### src/hdl/qwd_pkg.sv
`timescale 1ns / 1ps
`default_nettype none
package qwd_pkg;

  // tensor formats held in the format register
  typedef enum logic [1:0] {
    FMT_F32  = 2'd0,
    FMT_F16  = 2'd1,
    FMT_Q8_0 = 2'd2,
    FMT_Q4_K = 2'd3
  } fmt_t;

  typedef enum logic [3:0] {
    ST_IDLE,
    ST_DECODE,
    ST_SCF,
    ST_MNF,
    ST_MUL,
    ST_ALIGN,
    ST_ROUND,
    ST_EMIT,
    ST_FINISH
  } state_t;

  // what the shared multiplier computes this cycle
  typedef enum logic [1:0] {
    MUL_SCF  = 2'd0,
    MUL_MNF  = 2'd1,
    MUL_PROD = 2'd2,
    MUL_NONE = 2'd3
  } mul_op_t;

  // where an output weight comes from
  typedef enum logic [1:0] {
    SRC_F32  = 2'd0,
    SRC_HALF = 2'd1,
    SRC_PROD = 2'd2,
    SRC_SUM  = 2'd3
  } src_t;

  typedef struct packed {
    logic    capture;
    logic    store;
    logic    e_clr;
    logic    e_inc;
    mul_op_t mul_op;
    logic    align_en;
    logic    round_en;
    logic    out_load;
    src_t    out_src;
    logic    pos_update;
  } cmd_t;

  typedef struct packed {
    logic is_header;
    logic res_last;
    logic to_high;
    logic out_free;
  } status_t;

  localparam int unsigned PosW = 7;
  localparam logic [PosW-1:0] Q8LastPos = 7'd16;
  localparam logic [PosW-1:0] Q4LastPos = 7'd71;
  localparam logic [PosW-1:0] Q4NibStart = 7'd8;
  localparam logic [5:0] Q4LastElem = 6'd33;
  localparam logic [31:0] CanonNan = 32'h7FC0_0000;

endpackage
`default_nettype wire

### src/hdl/qwd_ctrl.sv
`timescale 1ns / 1ps
`default_nettype none
module qwd_ctrl (
  input  wire logic            clk,
  input  wire logic            rst,
  input  wire qwd_pkg::fmt_t   fmt,
  input  wire logic            s_tvalid,
  output logic                 s_tready,
  input  wire qwd_pkg::status_t status,
  output qwd_pkg::cmd_t        cmd
);

  qwd_pkg::state_t state, state_next;

  always_ff @(posedge clk) begin
    if (rst) begin
      state <= qwd_pkg::ST_IDLE;
    end else begin
      state <= state_next;
    end
  end

  always_comb begin
    state_next     = state;
    s_tready       = 1'b0;
    cmd            = '0;
    cmd.mul_op     = qwd_pkg::MUL_NONE;
    cmd.out_src    = qwd_pkg::SRC_F32;
    unique case (state)
      qwd_pkg::ST_IDLE: begin
        s_tready = 1'b1;
        if (s_tvalid) begin
          cmd.capture = 1'b1;
          state_next  = qwd_pkg::ST_DECODE;
        end
      end
      qwd_pkg::ST_DECODE: begin
        cmd.store = 1'b1;
        cmd.e_clr = 1'b1;
        if (status.is_header) begin
          state_next = qwd_pkg::ST_FINISH;
        end else begin
          unique case (fmt)
            qwd_pkg::FMT_F32, qwd_pkg::FMT_F16: state_next = qwd_pkg::ST_EMIT;
            qwd_pkg::FMT_Q8_0: state_next = qwd_pkg::ST_MUL;
            qwd_pkg::FMT_Q4_K: state_next = qwd_pkg::ST_SCF;
          endcase
        end
      end
      qwd_pkg::ST_SCF: begin
        cmd.mul_op = qwd_pkg::MUL_SCF;
        state_next = qwd_pkg::ST_MNF;
      end
      qwd_pkg::ST_MNF: begin
        cmd.mul_op = qwd_pkg::MUL_MNF;
        state_next = qwd_pkg::ST_MUL;
      end
      qwd_pkg::ST_MUL: begin
        cmd.mul_op = qwd_pkg::MUL_PROD;
        state_next = (fmt == qwd_pkg::FMT_Q8_0) ? qwd_pkg::ST_EMIT : qwd_pkg::ST_ALIGN;
      end
      qwd_pkg::ST_ALIGN: begin
        cmd.align_en = 1'b1;
        state_next   = qwd_pkg::ST_ROUND;
      end
      qwd_pkg::ST_ROUND: begin
        cmd.round_en = 1'b1;
        state_next   = qwd_pkg::ST_EMIT;
      end
      qwd_pkg::ST_EMIT: begin
        unique case (fmt)
          qwd_pkg::FMT_F32:  cmd.out_src = qwd_pkg::SRC_F32;
          qwd_pkg::FMT_F16:  cmd.out_src = qwd_pkg::SRC_HALF;
          qwd_pkg::FMT_Q8_0: cmd.out_src = qwd_pkg::SRC_PROD;
          qwd_pkg::FMT_Q4_K: cmd.out_src = qwd_pkg::SRC_SUM;
        endcase
        if (status.out_free) begin
          cmd.out_load = 1'b1;
          if (status.res_last) begin
            state_next = qwd_pkg::ST_FINISH;
          end else begin
            cmd.e_inc  = 1'b1;
            state_next = status.to_high ? qwd_pkg::ST_SCF : qwd_pkg::ST_MUL;
          end
        end
      end
      qwd_pkg::ST_FINISH: begin
        cmd.pos_update = 1'b1;
        state_next     = qwd_pkg::ST_IDLE;
      end
      default: state_next = qwd_pkg::ST_IDLE;
    endcase
  end

endmodule
`default_nettype wire

### src/hdl/qwd_dpath.sv
`timescale 1ns / 1ps
`default_nettype none
module qwd_dpath (
  input  wire logic             clk,
  input  wire logic             rst,
  input  wire qwd_pkg::fmt_t    fmt,
  input  wire logic             pos_clr,
  input  wire qwd_pkg::cmd_t    cmd,
  input  wire logic [15:0]      s_tdata,
  input  wire logic             s_tlast,
  input  wire logic             m_tready,
  output qwd_pkg::status_t      status,
  output logic                  m_tvalid,
  output logic [31:0]           m_tdata,
  output logic                  m_tlast,
  output logic                  m_tuser
);

  // half to single, subnormals normalized
  function automatic logic [31:0] h2s(input logic [15:0] h);
    logic [4:0]  ex;
    logic [9:0]  mt;
    logic [3:0]  hi;
    logic [3:0]  sh;
    logic [19:0] shifted;
    logic [31:0] r;
    ex = h[14:10];
    mt = h[9:0];
    hi = 4'd0;
    for (int i = 0; i < 10; i++) begin
      if (mt[i]) hi = 4'(i);
    end
    sh = 4'd10 - hi;
    shifted = {10'b0, mt} << sh;
    if (ex == 5'd0) begin
      if (mt == 10'd0) r = {h[15], 31'b0};
      else r = {h[15], 8'(8'd113 - {4'b0, sh}), shifted[9:0], 13'b0};
    end else if (ex == 5'h1F) begin
      r = {h[15], 8'hFF, mt, 13'b0};
    end else begin
      r = {h[15], 8'({3'b0, ex} + 8'd112), mt, 13'b0};
    end
    return r;
  endfunction

  // small magnitude to single, exact
  function automatic logic [31:0] i2f(input logic sgn, input logic [7:0] mag);
    logic [2:0]  hi;
    logic [22:0] sh;
    hi = 3'd0;
    for (int i = 0; i < 8; i++) begin
      if (mag[i]) hi = 3'(i);
    end
    sh = {15'b0, mag} << (5'd23 - {2'b0, hi});
    if (mag == 8'd0) return 32'd0;
    return {sgn, 8'(8'd127 + {5'b0, hi}), sh};
  endfunction

  // single multiply, nearest even; operands normal, zero, inf or nan
  function automatic logic [31:0] fmul(input logic [31:0] a, input logic [31:0] b);
    logic        s, na, nb, ia, ib, za, zb, g, st, up;
    logic [47:0] p;
    logic [9:0]  e;
    logic [22:0] m;
    logic [24:0] mm;
    logic [31:0] r;
    s  = a[31] ^ b[31];
    na = (a[30:23] == 8'hFF) && (a[22:0] != 23'd0);
    nb = (b[30:23] == 8'hFF) && (b[22:0] != 23'd0);
    ia = (a[30:23] == 8'hFF) && (a[22:0] == 23'd0);
    ib = (b[30:23] == 8'hFF) && (b[22:0] == 23'd0);
    za = (a[30:23] == 8'h00);
    zb = (b[30:23] == 8'h00);
    p  = {1'b1, a[22:0]} * {1'b1, b[22:0]};
    e  = {2'b0, a[30:23]} + {2'b0, b[30:23]} - 10'd127;
    if (p[47]) begin
      m  = p[46:24];
      g  = p[23];
      st = |p[22:0];
      e  = e + 10'd1;
    end else begin
      m  = p[45:23];
      g  = p[22];
      st = |p[21:0];
    end
    up = g & (st | m[0]);
    mm = {2'b01, m} + {24'b0, up};
    if (mm[24]) e = e + 10'd1;
    r = {s, e[7:0], mm[22:0]};
    if (na || nb || (ia && zb) || (ib && za)) r = qwd_pkg::CanonNan;
    else if (ia || ib) r = {s, 8'hFF, 23'b0};
    else if (za || zb) r = {s, 31'b0};
    return r;
  endfunction

  logic [15:0]           raw;
  logic                  end_r;
  logic [qwd_pkg::PosW-1:0] pos;
  logic [15:0]           pend;
  logic [31:0]           dscale, dmin;
  logic [7:0]            packed_b [12];
  logic [3:0]            hn [32];
  logic [5:0]            e;
  logic [31:0]           scf, mnf, prod, sumr;

  logic [qwd_pkg::PosW-1:0] pv, pos_next;
  logic [3:0]            ci;
  logic [1:0]            cc;
  logic [2:0]            j;
  logic [5:0]            sc, mn;
  logic [3:0]            nib;
  logic [4:0]            k;
  logic [7:0]            qb, qmag;
  logic [31:0]           opa, opb, fm;

  assign pv = pos - qwd_pkg::Q4NibStart;
  assign ci = pv[3:0];
  assign cc = pv[5:4];
  assign j  = {cc, (e >= 6'd2)};
  assign k  = 5'(e - 6'd2);

  always_comb begin
    if (!j[2]) begin
      sc = packed_b[{2'b0, j[1:0]}][5:0];
      mn = packed_b[{2'b01, j[1:0]}][5:0];
    end else begin
      sc = {packed_b[{2'b0, j[1:0]}][7:6], packed_b[{2'b10, j[1:0]}][3:0]};
      mn = {packed_b[{2'b01, j[1:0]}][7:6], packed_b[{2'b10, j[1:0]}][7:4]};
    end
  end

  always_comb begin
    priority case (e)
      6'd0:    nib = raw[3:0];
      6'd1:    nib = raw[11:8];
      default: nib = hn[k];
    endcase
    qb   = e[0] ? raw[15:8] : raw[7:0];
    qmag = qb[7] ? 8'(-qb) : qb;
  end

  always_comb begin
    unique case (cmd.mul_op)
      qwd_pkg::MUL_SCF: begin
        opa = dscale;
        opb = i2f(1'b0, {2'b0, sc});
      end
      qwd_pkg::MUL_MNF: begin
        opa = dmin;
        opb = i2f(1'b0, {2'b0, mn});
      end
      default: begin
        if (fmt == qwd_pkg::FMT_Q8_0) begin
          opa = dscale;
          opb = i2f(qb[7], qmag);
        end else begin
          opa = scf;
          opb = i2f(1'b0, {4'b0, nib});
        end
      end
    endcase
    fm = fmul(opa, opb);
  end

  // prod - mnf, first stage: order and align
  logic [31:0] xa, xb, big, sml;
  logic        spec_a, eff_sub, zs_a;
  logic [31:0] spec_v_a;
  logic [7:0]  dexp;
  logic [26:0] yfull, yshift, xm;
  logic        lost;
  logic [27:0] sum_a;

  always_comb begin
    xa = prod;
    xb = {~mnf[31], mnf[30:0]};
    spec_a   = 1'b0;
    spec_v_a = qwd_pkg::CanonNan;
    if (((xa[30:23] == 8'hFF) && (xa[22:0] != 23'd0)) ||
        ((xb[30:23] == 8'hFF) && (xb[22:0] != 23'd0))) begin
      spec_a = 1'b1;
    end else if ((xa[30:23] == 8'hFF) && (xb[30:23] == 8'hFF)) begin
      spec_a   = 1'b1;
      spec_v_a = (xa[31] == xb[31]) ? xa : qwd_pkg::CanonNan;
    end else if (xa[30:23] == 8'hFF) begin
      spec_a   = 1'b1;
      spec_v_a = xa;
    end else if (xb[30:23] == 8'hFF) begin
      spec_a   = 1'b1;
      spec_v_a = xb;
    end
    zs_a = xa[31] & xb[31];
    if (xa[30:0] >= xb[30:0]) begin
      big = xa;
      sml = xb;
    end else begin
      big = xb;
      sml = xa;
    end
    eff_sub = xa[31] ^ xb[31];
    dexp  = big[30:23] - sml[30:23];
    xm    = {(big[30:23] != 8'd0), big[22:0], 3'b0};
    yfull = {(sml[30:23] != 8'd0), sml[22:0], 3'b0};
    lost  = 1'b0;
    if (dexp >= 8'd27) begin
      yshift = {26'b0, |yfull};
    end else begin
      yshift = yfull >> dexp[4:0];
      lost   = (yshift << dexp[4:0]) != yfull;
      yshift[0] = yshift[0] | lost;
    end
    sum_a = eff_sub ? ({1'b0, xm} - {1'b0, yshift}) : ({1'b0, xm} + {1'b0, yshift});
  end

  logic        spec_r, sgn_r, zs_r;
  logic [31:0] spec_v_r;
  logic [7:0]  exp_r;
  logic [27:0] sum_r;

  // second stage: normalize and round
  logic [4:0]  lz;
  logic [26:0] t;
  logic [8:0]  eb;
  logic        up;
  logic [24:0] mm;
  logic [31:0] rnd;

  always_comb begin
    lz = 5'd0;
    for (int i = 0; i < 27; i++) begin
      if (sum_r[i]) lz = 5'(26 - i);
    end
    if (sum_r[27]) begin
      t  = {sum_r[27:2], sum_r[1] | sum_r[0]};
      eb = {1'b0, exp_r} + 9'd1;
    end else begin
      t  = sum_r[26:0] << lz;
      eb = {1'b0, exp_r} - {4'b0, lz};
    end
    up = t[2] & (t[1] | t[0] | t[3]);
    mm = {1'b0, t[26:3]} + {24'b0, up};
    if (mm[24]) eb = eb + 9'd1;
    rnd = {sgn_r, eb[7:0], mm[22:0]};
    if (spec_r) rnd = spec_v_r;
    else if (sum_r == 28'd0) rnd = {zs_r, 31'b0};
  end

  // position after this item
  always_comb begin
    unique case (fmt)
      qwd_pkg::FMT_F32:  pos_next = (pos == '0) ? 7'd1 : 7'd0;
      qwd_pkg::FMT_F16:  pos_next = '0;
      qwd_pkg::FMT_Q8_0: pos_next = (pos == '0) ? 7'd1 :
                                    (pos >= qwd_pkg::Q8LastPos) ? 7'd0 : pos + 7'd1;
      qwd_pkg::FMT_Q4_K: pos_next = (pos >= qwd_pkg::Q4LastPos) ? 7'd0 : pos + 7'd1;
    endcase
    if (end_r) pos_next = '0;
  end

  always_ff @(posedge clk) begin
    if (rst) begin
      pos      <= '0;
      e        <= '0;
      m_tvalid <= 1'b0;
    end else begin
      if (pos_clr) pos <= '0;
      else if (cmd.pos_update) pos <= pos_next;
      if (cmd.e_clr) e <= '0;
      else if (cmd.e_inc) e <= e + 6'd1;
      if (cmd.out_load) m_tvalid <= 1'b1;
      else if (m_tready) m_tvalid <= 1'b0;
    end
  end

  always_ff @(posedge clk) begin
    if (cmd.capture) begin
      raw   <= s_tdata;
      end_r <= s_tlast;
    end
    if (cmd.store) begin
      unique case (fmt)
        qwd_pkg::FMT_F32: if (pos == '0) pend <= raw;
        qwd_pkg::FMT_F16: ;
        qwd_pkg::FMT_Q8_0: if (pos == '0) dscale <= h2s(raw);
        qwd_pkg::FMT_Q4_K: begin
          if (pos == 7'd0) dscale <= h2s(raw);
          else if (pos == 7'd1) dmin <= h2s(raw);
          else if (pos < qwd_pkg::Q4NibStart) begin
            packed_b[{pos[2:0] - 3'd2, 1'b0}] <= raw[7:0];
            packed_b[{pos[2:0] - 3'd2, 1'b1}] <= raw[15:8];
          end else begin
            hn[{ci, 1'b0}] <= raw[7:4];
            hn[{ci, 1'b1}] <= raw[15:12];
          end
        end
      endcase
    end
    unique case (cmd.mul_op)
      qwd_pkg::MUL_SCF:  scf <= fm;
      qwd_pkg::MUL_MNF:  mnf <= fm;
      qwd_pkg::MUL_PROD: prod <= fm;
      qwd_pkg::MUL_NONE: ;
    endcase
    if (cmd.align_en) begin
      spec_r   <= spec_a;
      spec_v_r <= spec_v_a;
      sgn_r    <= big[31];
      zs_r     <= zs_a;
      exp_r    <= big[30:23];
      sum_r    <= sum_a;
    end
    if (cmd.round_en) sumr <= rnd;
    if (cmd.out_load) begin
      unique case (cmd.out_src)
        qwd_pkg::SRC_F32:  m_tdata <= {raw, pend};
        qwd_pkg::SRC_HALF: m_tdata <= h2s(raw);
        qwd_pkg::SRC_PROD: m_tdata <= prod;
        qwd_pkg::SRC_SUM:  m_tdata <= sumr;
      endcase
      m_tlast <= status.res_last;
      m_tuser <= ((fmt == qwd_pkg::FMT_Q8_0) && (e == 6'd1) && (pos >= qwd_pkg::Q8LastPos)) ||
                 ((fmt == qwd_pkg::FMT_Q4_K) && (e == qwd_pkg::Q4LastElem) &&
                  (pos == qwd_pkg::Q4LastPos));
    end
  end

  always_comb begin
    status.out_free  = !m_tvalid || m_tready;
    status.is_header = ((fmt == qwd_pkg::FMT_F32) && (pos == '0)) ||
                       ((fmt == qwd_pkg::FMT_Q8_0) && (pos == '0)) ||
                       ((fmt == qwd_pkg::FMT_Q4_K) && (pos < qwd_pkg::Q4NibStart));
    status.to_high   = (fmt == qwd_pkg::FMT_Q4_K) && (e == 6'd1) && (ci == 4'd15);
    unique case (fmt)
      qwd_pkg::FMT_F32, qwd_pkg::FMT_F16: status.res_last = 1'b1;
      qwd_pkg::FMT_Q8_0: status.res_last = (e == 6'd1);
      qwd_pkg::FMT_Q4_K: status.res_last = (ci == 4'd15) ? (e == qwd_pkg::Q4LastElem)
                                                          : (e == 6'd1);
    endcase
  end

endmodule
`default_nettype wire

### src/hdl/quantized_weight_dequantizer.sv
`timescale 1ns / 1ps
`default_nettype none
// Dequantizes a tensor's raw data, fed as little-endian halfwords, into FP32 weights in
// element order. The format register (byte address 0) picks fp32 copy, fp16, q8_0 or
// q4_k; writing it restarts block parsing, as does tensor_end (s_tlast) after its item.
// One input item is handled at a time by a controller and a datapath with a single shared
// fp32 multiplier and a two-stage fp32 subtractor. An item is captured and decoded;
// fp32 data and fp16 then give one output, headers none, q8_0 data a multiply and
// output per weight, q4_k data two scale products, then per weight a multiply, align,
// round and output, with two more scale products and the 32 high-nibble weights after
// the low ones in the last item of each 32-byte chunk. A result waits in an output
// register for m_tready, so a stalled master side only holds the current item.
module quantized_weight_dequantizer (
  input  wire logic        clk,
  input  wire logic        rst,
  // input items
  input  wire logic        s_tvalid,
  output logic             s_tready,
  input  wire logic [15:0] s_tdata,   // raw_half
  input  wire logic        s_tlast,   // tensor_end
  // result items
  output logic             m_tvalid,
  input  wire logic        m_tready,
  output logic [31:0]      m_tdata,   // weight_bits
  output logic             m_tlast,   // last_of_run
  output logic             m_tuser,   // end_of_block
  // configuration
  input  wire logic        psel,
  input  wire logic        penable,
  input  wire logic        pwrite,
  input  wire logic [1:0]  paddr,
  input  wire logic [31:0] pwdata,
  output logic [31:0]      prdata,
  output logic             pready
);

  qwd_pkg::fmt_t    fmt;
  qwd_pkg::cmd_t    cmd;
  qwd_pkg::status_t status;
  logic             cfg_wr;

  // single register, so every address in range selects it
  assign cfg_wr = psel && penable && pwrite && (paddr[1:0] <= 2'd3);
  assign pready = 1'b1;
  assign prdata = {30'b0, fmt};

  always_ff @(posedge clk) begin
    if (rst) begin
      fmt <= qwd_pkg::FMT_F32;
    end else if (cfg_wr) begin
      fmt <= qwd_pkg::fmt_t'(pwdata[1:0]);
    end
  end

  qwd_ctrl u_ctrl (
    .clk      (clk),
    .rst      (rst),
    .fmt      (fmt),
    .s_tvalid (s_tvalid),
    .s_tready (s_tready),
    .status   (status),
    .cmd      (cmd)
  );

  qwd_dpath u_dpath (
    .clk      (clk),
    .rst      (rst),
    .fmt      (fmt),
    .pos_clr  (cfg_wr),
    .cmd      (cmd),
    .s_tdata  (s_tdata),
    .s_tlast  (s_tlast),
    .m_tready (m_tready),
    .status   (status),
    .m_tvalid (m_tvalid),
    .m_tdata  (m_tdata),
    .m_tlast  (m_tlast),
    .m_tuser  (m_tuser)
  );

endmodule
`default_nettype wire
### config.mk
export PLATFORM = sky130hd
export DESIGN_NAME = quantized_weight_dequantizer
export DESIGN_NICKNAME = d
export VERILOG_FILES = /design/src/hdl/qwd_pkg.sv /design/src/hdl/qwd_ctrl.sv /design/src/hdl/qwd_dpath.sv /design/src/hdl/quantized_weight_dequantizer.sv
export SDC_FILE = /design/constraint.sdc
export NUM_CORES = 2
export LEC_CHECK = 0
export ABC_AREA = 1
export CAP_MARGIN = 25
export CORE_UTILIZATION = 55
export CTS_CLUSTER_DIAMETER = 50
export CTS_CLUSTER_SIZE = 28
export DETAILED_ROUTE_END_ITERATION = 8
export DONT_BUFFER_PORTS = 1
export HOLD_SLACK_MARGIN = 0.02
export PLACE_DENSITY = 0.7
export SLEW_MARGIN = 20
export SYNTH_ARGS = -nofsm -noshare
export SYNTH_HDL_FRONTEND = slang
export SYNTH_SLANG_ARGS = --single-unit
### constraint.sdc
create_clock -name clk -period 12.4 [get_ports clk]
set_clock_uncertainty 0.15 [all_clocks]
set_input_delay 2.48 -clock clk [delete_from_list [all_inputs] [get_ports clk]]
set_output_delay 2.48 -clock clk [all_outputs]
set_load 0.03 [all_outputs]
# Word level (Yosys, flattened, before mapping)
# Memories as Yosys holds them, arrays and structs flattened.
# Index checks and enable logic that the tools add are counted.
# word_totals
reg_bits	350
ramBits	224
in_bits	58
output_inout_bits	69
wordCells	371
n_memories	2
# memory_table
memory	words	width	rd	rd_clocked_by_memory_dff	write_ports	line_no	source
u_dpath.hn	32	4	1	0	2	qwd_dpath.sv:102	logic [3:0] hn [32];
u_dpath.packed_b	12	8	3	0	2	qwd_dpath.sv:101	logic [7:0] packed_b [12];
# op_classes
n_addsub	35
mul	1
magnitude_cmp	7
n_eq_ne	32
shifts	11
n_mux	179
n_bitwise	12
n_reduce_logical	69
# op_table
op	n
$mux 32	20
$mux 31	12
$pmux 32 s2	3
$mux 5	27
$pmux 32 s4	1
$reduce_bool 23->1	4
$mux 4	22
$mux 27	2
$shl 27x5->27	2
$add 24x1->25	2
$mul 24x24->48	1
$mux 3	16
$mux 8	6
$logic_not 23->1	2
$shl 6x5->23	2
$mux 1	44
$shl 10x4->10	4
$add 7x3->8 const A	4
$add 8x1->8 const B	4
$eq 8x8->1 const B	4
$pmux 4 s8	1
$sub 7x4->8 const A	4
$ge 31x31->1	1
$add 27x27->28	1
74 further kinds	157

# Depth between registers and ports, before layout
# logic_depth
word_depth	36
mapped_depth	79
depth_no_buf	72

# By module
# Synthesis repeated with hierarchy kept, for this count alone.
# hier_totals
hier_cells	5307
hier_area_um2	42434.4
# by_module_without_submodules
module	instances	cells_each	area_each_um2	seq_area_each_um2
qwd_dpath	1	5185	41675.0	16075.4
qwd_ctrl	1	74	424.2	80.1
quantized_weight_dequantizer	1	48	335.3	40.0

# Worst setup path after synthesis
# OpenSTA, ideal clock, no wires.
# synth_path
kind	register to register
from	register u_dpath.e[0]
to	register u_dpath.mnf[22], data pin
setup_ps	268
arrival_ps	10390
t_required_ps	11982
slack_ps	1591
path_stages_with_launch	68
path_buffers	9
synth_period_minus_slack_ps	10809
cell_sequence	dfxtp_1 > buf_2 > inv_1 > clkbuf_1 > clkbuf_1 > ha_1 > nor4_4 > inv_1 > buf_2 > buf_2 > clkbuf_1 > nor2_1 > o22ai_1 > inv_1 > o21ai_0 > inv_1 > o21ai_0 > o21ai_1 > (+32 left out) > buf_6 > buf_4 > nand2_1 > nand2_1 > nand2_1 > inv_1 > ha_1 > nand2_1 > nor2_2 > nand2_1 > inv_1 > nand3_1 > nor2_2 > nand2_1 > nor2_1 > nand2_1 > o21ai_0 > o21bai_1
# synth_via
elab_chain_len	26
elab_cells_between_ends	95
classes_between	add/sub (11); mul (1); order compare (1); eq/ne (2); shift (4); mux (53); bitwise (2); reduce/logical (19); memory (2)
# synth_lines
element	line_no	source
start: declaration	qwd_dpath.sv:103	logic [5:0] e;
start signal: assignment	qwd_dpath.sv:269	else if (cmd.e_inc) e <= e + 6'd1;
$mux 8	qwd_dpath.sv:138	qb = e[0] ? raw[15:8] : raw[7:0];
$neg 8->8	qwd_dpath.sv:139	qmag = qb[7] ? 8'(-qb) : qb;
$mux 8	qwd_dpath.sv:139	
$mux 1	qwd_dpath.sv:52	if (mag[i]) hi = 3'(i);
$mux 2 (2 in a row)	qwd_dpath.sv:52	
$mux 3 (4 in a row)	qwd_dpath.sv:52	
$mux 3	qwd_dpath.sv:153	if (fmt == qwd_pkg::FMT_Q8_0) begin
$mux 3	qwd_dpath.sv:143	unique case (cmd.mul_op)
(+7 left out)	n/a	
$mux 1	qwd_dpath.sv:76	if (p[47]) begin
$or 1x1->1	qwd_dpath.sv:86	up = g & (st | m[0]);
$and 1x1->1	qwd_dpath.sv:86	
$add 24x1->25	qwd_dpath.sv:87	mm = {2'b01, m} + {24'b0, up};
$mux 31	qwd_dpath.sv:92	else if (za || zb) r = {s, 31'b0};
$mux 31	qwd_dpath.sv:91	else if (ia || ib) r = {s, 8'hFF, 23'b0};
$mux 32 (*)	qwd_dpath.sv:90	if (na || nb || (ia && zb) || (ib && za)) r = qwd_pkg::CanonNan;
net u_dpath.fm[22]	qwd_dpath.sv:114	logic [31:0] opa, opb, fm;
end signal: assignment	qwd_dpath.sv:300	qwd_pkg::MUL_MNF: mnf <= fm;
end: declaration	qwd_dpath.sv:104	logic [31:0] scf, mnf, prod, sumr;
# The timed path passes the listed nets; every way through them passes the cells marked *. The select of a mux whose other input is x is not followed.
# A chain may end at the register's enable or synchronous reset.

# Worst setup path in the final report
# Same ends and word-level chain as after synthesis.

==> results.md <==
- Outcome: finished, final reports clean
- Port Buf Inserts: 0
- Synth top area cells: edfxtp_1 37%, nand2_1 11%, ha_1 8.2%, fa_1 6.4%, inv_1 6.3%
- Most used cell, CP: nand2_1
- Vias: 36,930
- Hold WC Path Type: reg2reg
- Post-Syn Area: 42,350 um2
- Final cell count without fillers: 6,403
- Clk Latency, worst-skew pair: 670 ps
- Final wirelength: 124.0 mm
- Area after DPL: 43,840 um2
- Critical path's top delay family: simple AND/OR/NAND/NOR gates
- Fin crit share: 92.28%
- Mapped Cells: 5,260
- Row Count: 101
- Wirelength per Cell: 19.36 um
- Final hold vios: 0
- Critical Path RT: 12,570 ps
- Asr flop ratio synth: 0%
- Yosys warns: 0
- Grt ovf: 0
- Relative slew margins: 28.49%
- Final slew viol count: 0
- DR pass1 iterations: 6
- Worst vdd ir: 0.6859 mV
- Longest Clk Path Bufs: 3
- Die X: 279.5 um
- FF+latch count, synth: 546
- Minimum clock period: 11,440 ps
- Seq/Total Area, Yosys: 38.24%
- Hpwl dp: 93.66 mm
- Max_cap viols: 0
- Cell taking the most area after synthesis: edfxtp_1
- Layout area overhead: 8.810%
- Dpl cells: 6,295
- Total track usage: 31.54%
- Worst flop-to-flop path startpoint: u_dpath.e[0]
- Min-delay src: u_dpath.spec_v_r[30]
- Synth cell types: 72
- Crit Path Class: reg2reg
- Final setup fails: 0
- Worst setup SP type: register
- Worst Max-Slew Pin Slew: 1061 ps
- Share of cells above drive strength 1: 5.957%
- Initial antenna violation count: 1
- Via density: 5.767
- Post-route ant nets: 0
- Clk sinks: 546
- Hold path depth: 2
- P per Cell Area: 213.8 nW/um2
- Kind of end point of the critical path: register
- Slowest CP cell: fa_1
- P_leak: 0.02062 uW
- Max FO, Critical Path: 40
- Nets: 5,798
- Crit path buffers/inverters: 10
- Die area: 78,110 um2
- H-tree depth: 2
- Synth Area per Inst: 8.051 um2
- Iteration-0 DRC Markers: 4,091
- Placer Congestion: 1.021
- # DRC: 0
- Largest net degree at the start of global routing: 98
- Final core utilization: 60.57%
- EDFF count, synth: 526
- Vias in the first global route: 34,050
- CTS tree: built
- Most used DFF post-synth: edfxtp_1
- Ports: 127
- Post-route cell area: 46,080 um2
- Tot Pwr: 9854 uW
- CTS Root Cell: clkbuf_16
- Die Y: 279.5 um
- Hold Crit Endpoint: u_dpath.sumr[30]
- Fmax achieved: 87.39 MHz
- FF-to-FF setup slack: 960 ps
- Crit path DAT: 11,610 ps
- Max stage delay on crit path: 570 ps
- Commonest non-fill, non-tap cell in the layout: nand2_1
- Crit Reg-Reg Endpoint: u_dpath.mnf[22]
- Cells on worst reg2reg path: 56
- Post-synth top area share: 37.30%
- Effective utilization at floorplan: 55.67%
- First-pass GRT wire length: 192.1 mm
- Worst-path clk slew: 90 ps
- Core area: 76,080 um2
- CTS buffer count: 53
- Commonest cells after routing, fill and taps aside: 1,206 x nand2_1, 712 x inv_1, 526 x edfxtp_1
==> Yosys cell counts (34+ instances only) <==
library cell / instances
nand3_1: 475
edfxtp_1: 526
o21ai_1: 37
nor3_1: 63
fa_1: 136
o21ai_0: 377
inv_1: 715
nor2_1: 482
o221ai_1: 34
buf_2: 45
nand2_1: 1208
nand4_1: 76
o22ai_1: 57
buf_4: 42
xor2_1: 74
ha_1: 277
clkbuf_1: 97
a21oi_1: 176
==> worst max-delay path by stage <==
stage / cells past startpoint / to / start / slack (ps)
final: 56 / u_dpath.mnf[22] / u_dpath.e[0] / 960
after global routing: 65 / u_dpath.mnf[22] / u_dpath.e[0] / -5
after CTS: 55 / u_dpath.prod[25] / u_dpath.e[0] / 480
after detailed placement: 55 / u_dpath.mnf[25] / u_dpath.e[0] / 650
after global placement: 53 / u_dpath.prod[25] / u_dpath.e[0] / 800
after floorplan: 67 / u_dpath.mnf[22] / u_dpath.e[0] / 1590
==> worst register-to-register path: cells and delay by family, from the launching register on <==
kind                     cells  cell delay [ps]
AND/OR/NAND/NOR             29             3710
adder cells (fa/ha/maj)      9             3490
buffers and inverters       10             1840
AO/OA/AOI/OAI                7             1200
flip-flops                   1              450
multiplexers                 1              240
==> power breakdown <==
group | internal [uW] | switching (uW)
Clock | 939 | 927
Sequential | 2420 | 25.7
Combinational | 1980 | 3560
Total | 5340 | 4510
==> stage by stage <==
step | setup slack [ps] | hold slack, ps | TNS, ps
6_report | 957.4 | 339.2 | 0
5_1_grt | -4.682 | 380.4 | -4.682
4_1_cts | 484.6 | 341.5 | 0
3_5_place_dp | 646.3 | 358.3 | 0
3_3_place_gp | 800.2 | 351.0 | 0
2_1_floorplan | 1591 | 340.9 | 0
==> repair_timing <==
action | in CTS | in global routing
gates resized for setup | 0 | 15
setup buffers | 0 | 3
hold buffers | 0 | 0
endpoints found under the setup margin | 0 | 46
==> metal layers <==
metal	vias to the layer above	part of all wire, %	global-route usage [%]
li1	17670	-	-
met1	17360	44	46.38
met2	1662	44	48.73
met3	239	8.9	4.245
met4	2	3.0	8.813
met5	-	0.0089	0
==> cell type report <==
type | count | area, um2
Fill cell | 6826 | 29990
Multi-Input combinational cell | 3892 | 22860
Sequential cell | 546 | 16200
Inverter | 727 | 2729
Clock buffer | 54 | 1330
Tap cell | 1030 | 1289
Timing Repair Buffer | 107 | 884.6
Clock inverter | 46 | 793.3
Antenna cell | 1 | 2.502
==> flip-flops by register name (all words and copies together), names as in the netlist, 2 cells and up <==
name / count
u_dpath.packed_b: 96
u_dpath.raw: 16
u_dpath.sum_r: 28
u_dpath.sumr: 32
u_dpath.scf: 32
u_ctrl.state: 4
fmt: 2
u_dpath.e: 6
u_dpath.dscale: 18
u_dpath.pend: 16
u_dpath.dmin: 18
u_dpath.mnf: 32
u_dpath.prod: 32
u_dpath.hn: 128
u_dpath.spec_v_r: 32
u_dpath.exp_r: 8
u_dpath.m_tdata: 32
u_dpath.pos: 7
==> kinds of logic (layout without fill, tap and decap cells) <==
family                   count (synthesis)  after routing  synth area share [%]
multiplexers                             8              8                0.2068
AND/OR/NAND/NOR                       2419           2419                 24.47
other                                    2            124               0.01773
flip-flops                             546            546                 38.24
AO/OA/AOI/OAI                          829            829                 11.25
buffers and inverters                  943            934                 9.132
adder cells (fa/ha/maj)                413            413                 14.61
XOR/XNOR                               100            100                 2.068
No activity file was read; power rests on OpenSTA's default activity.
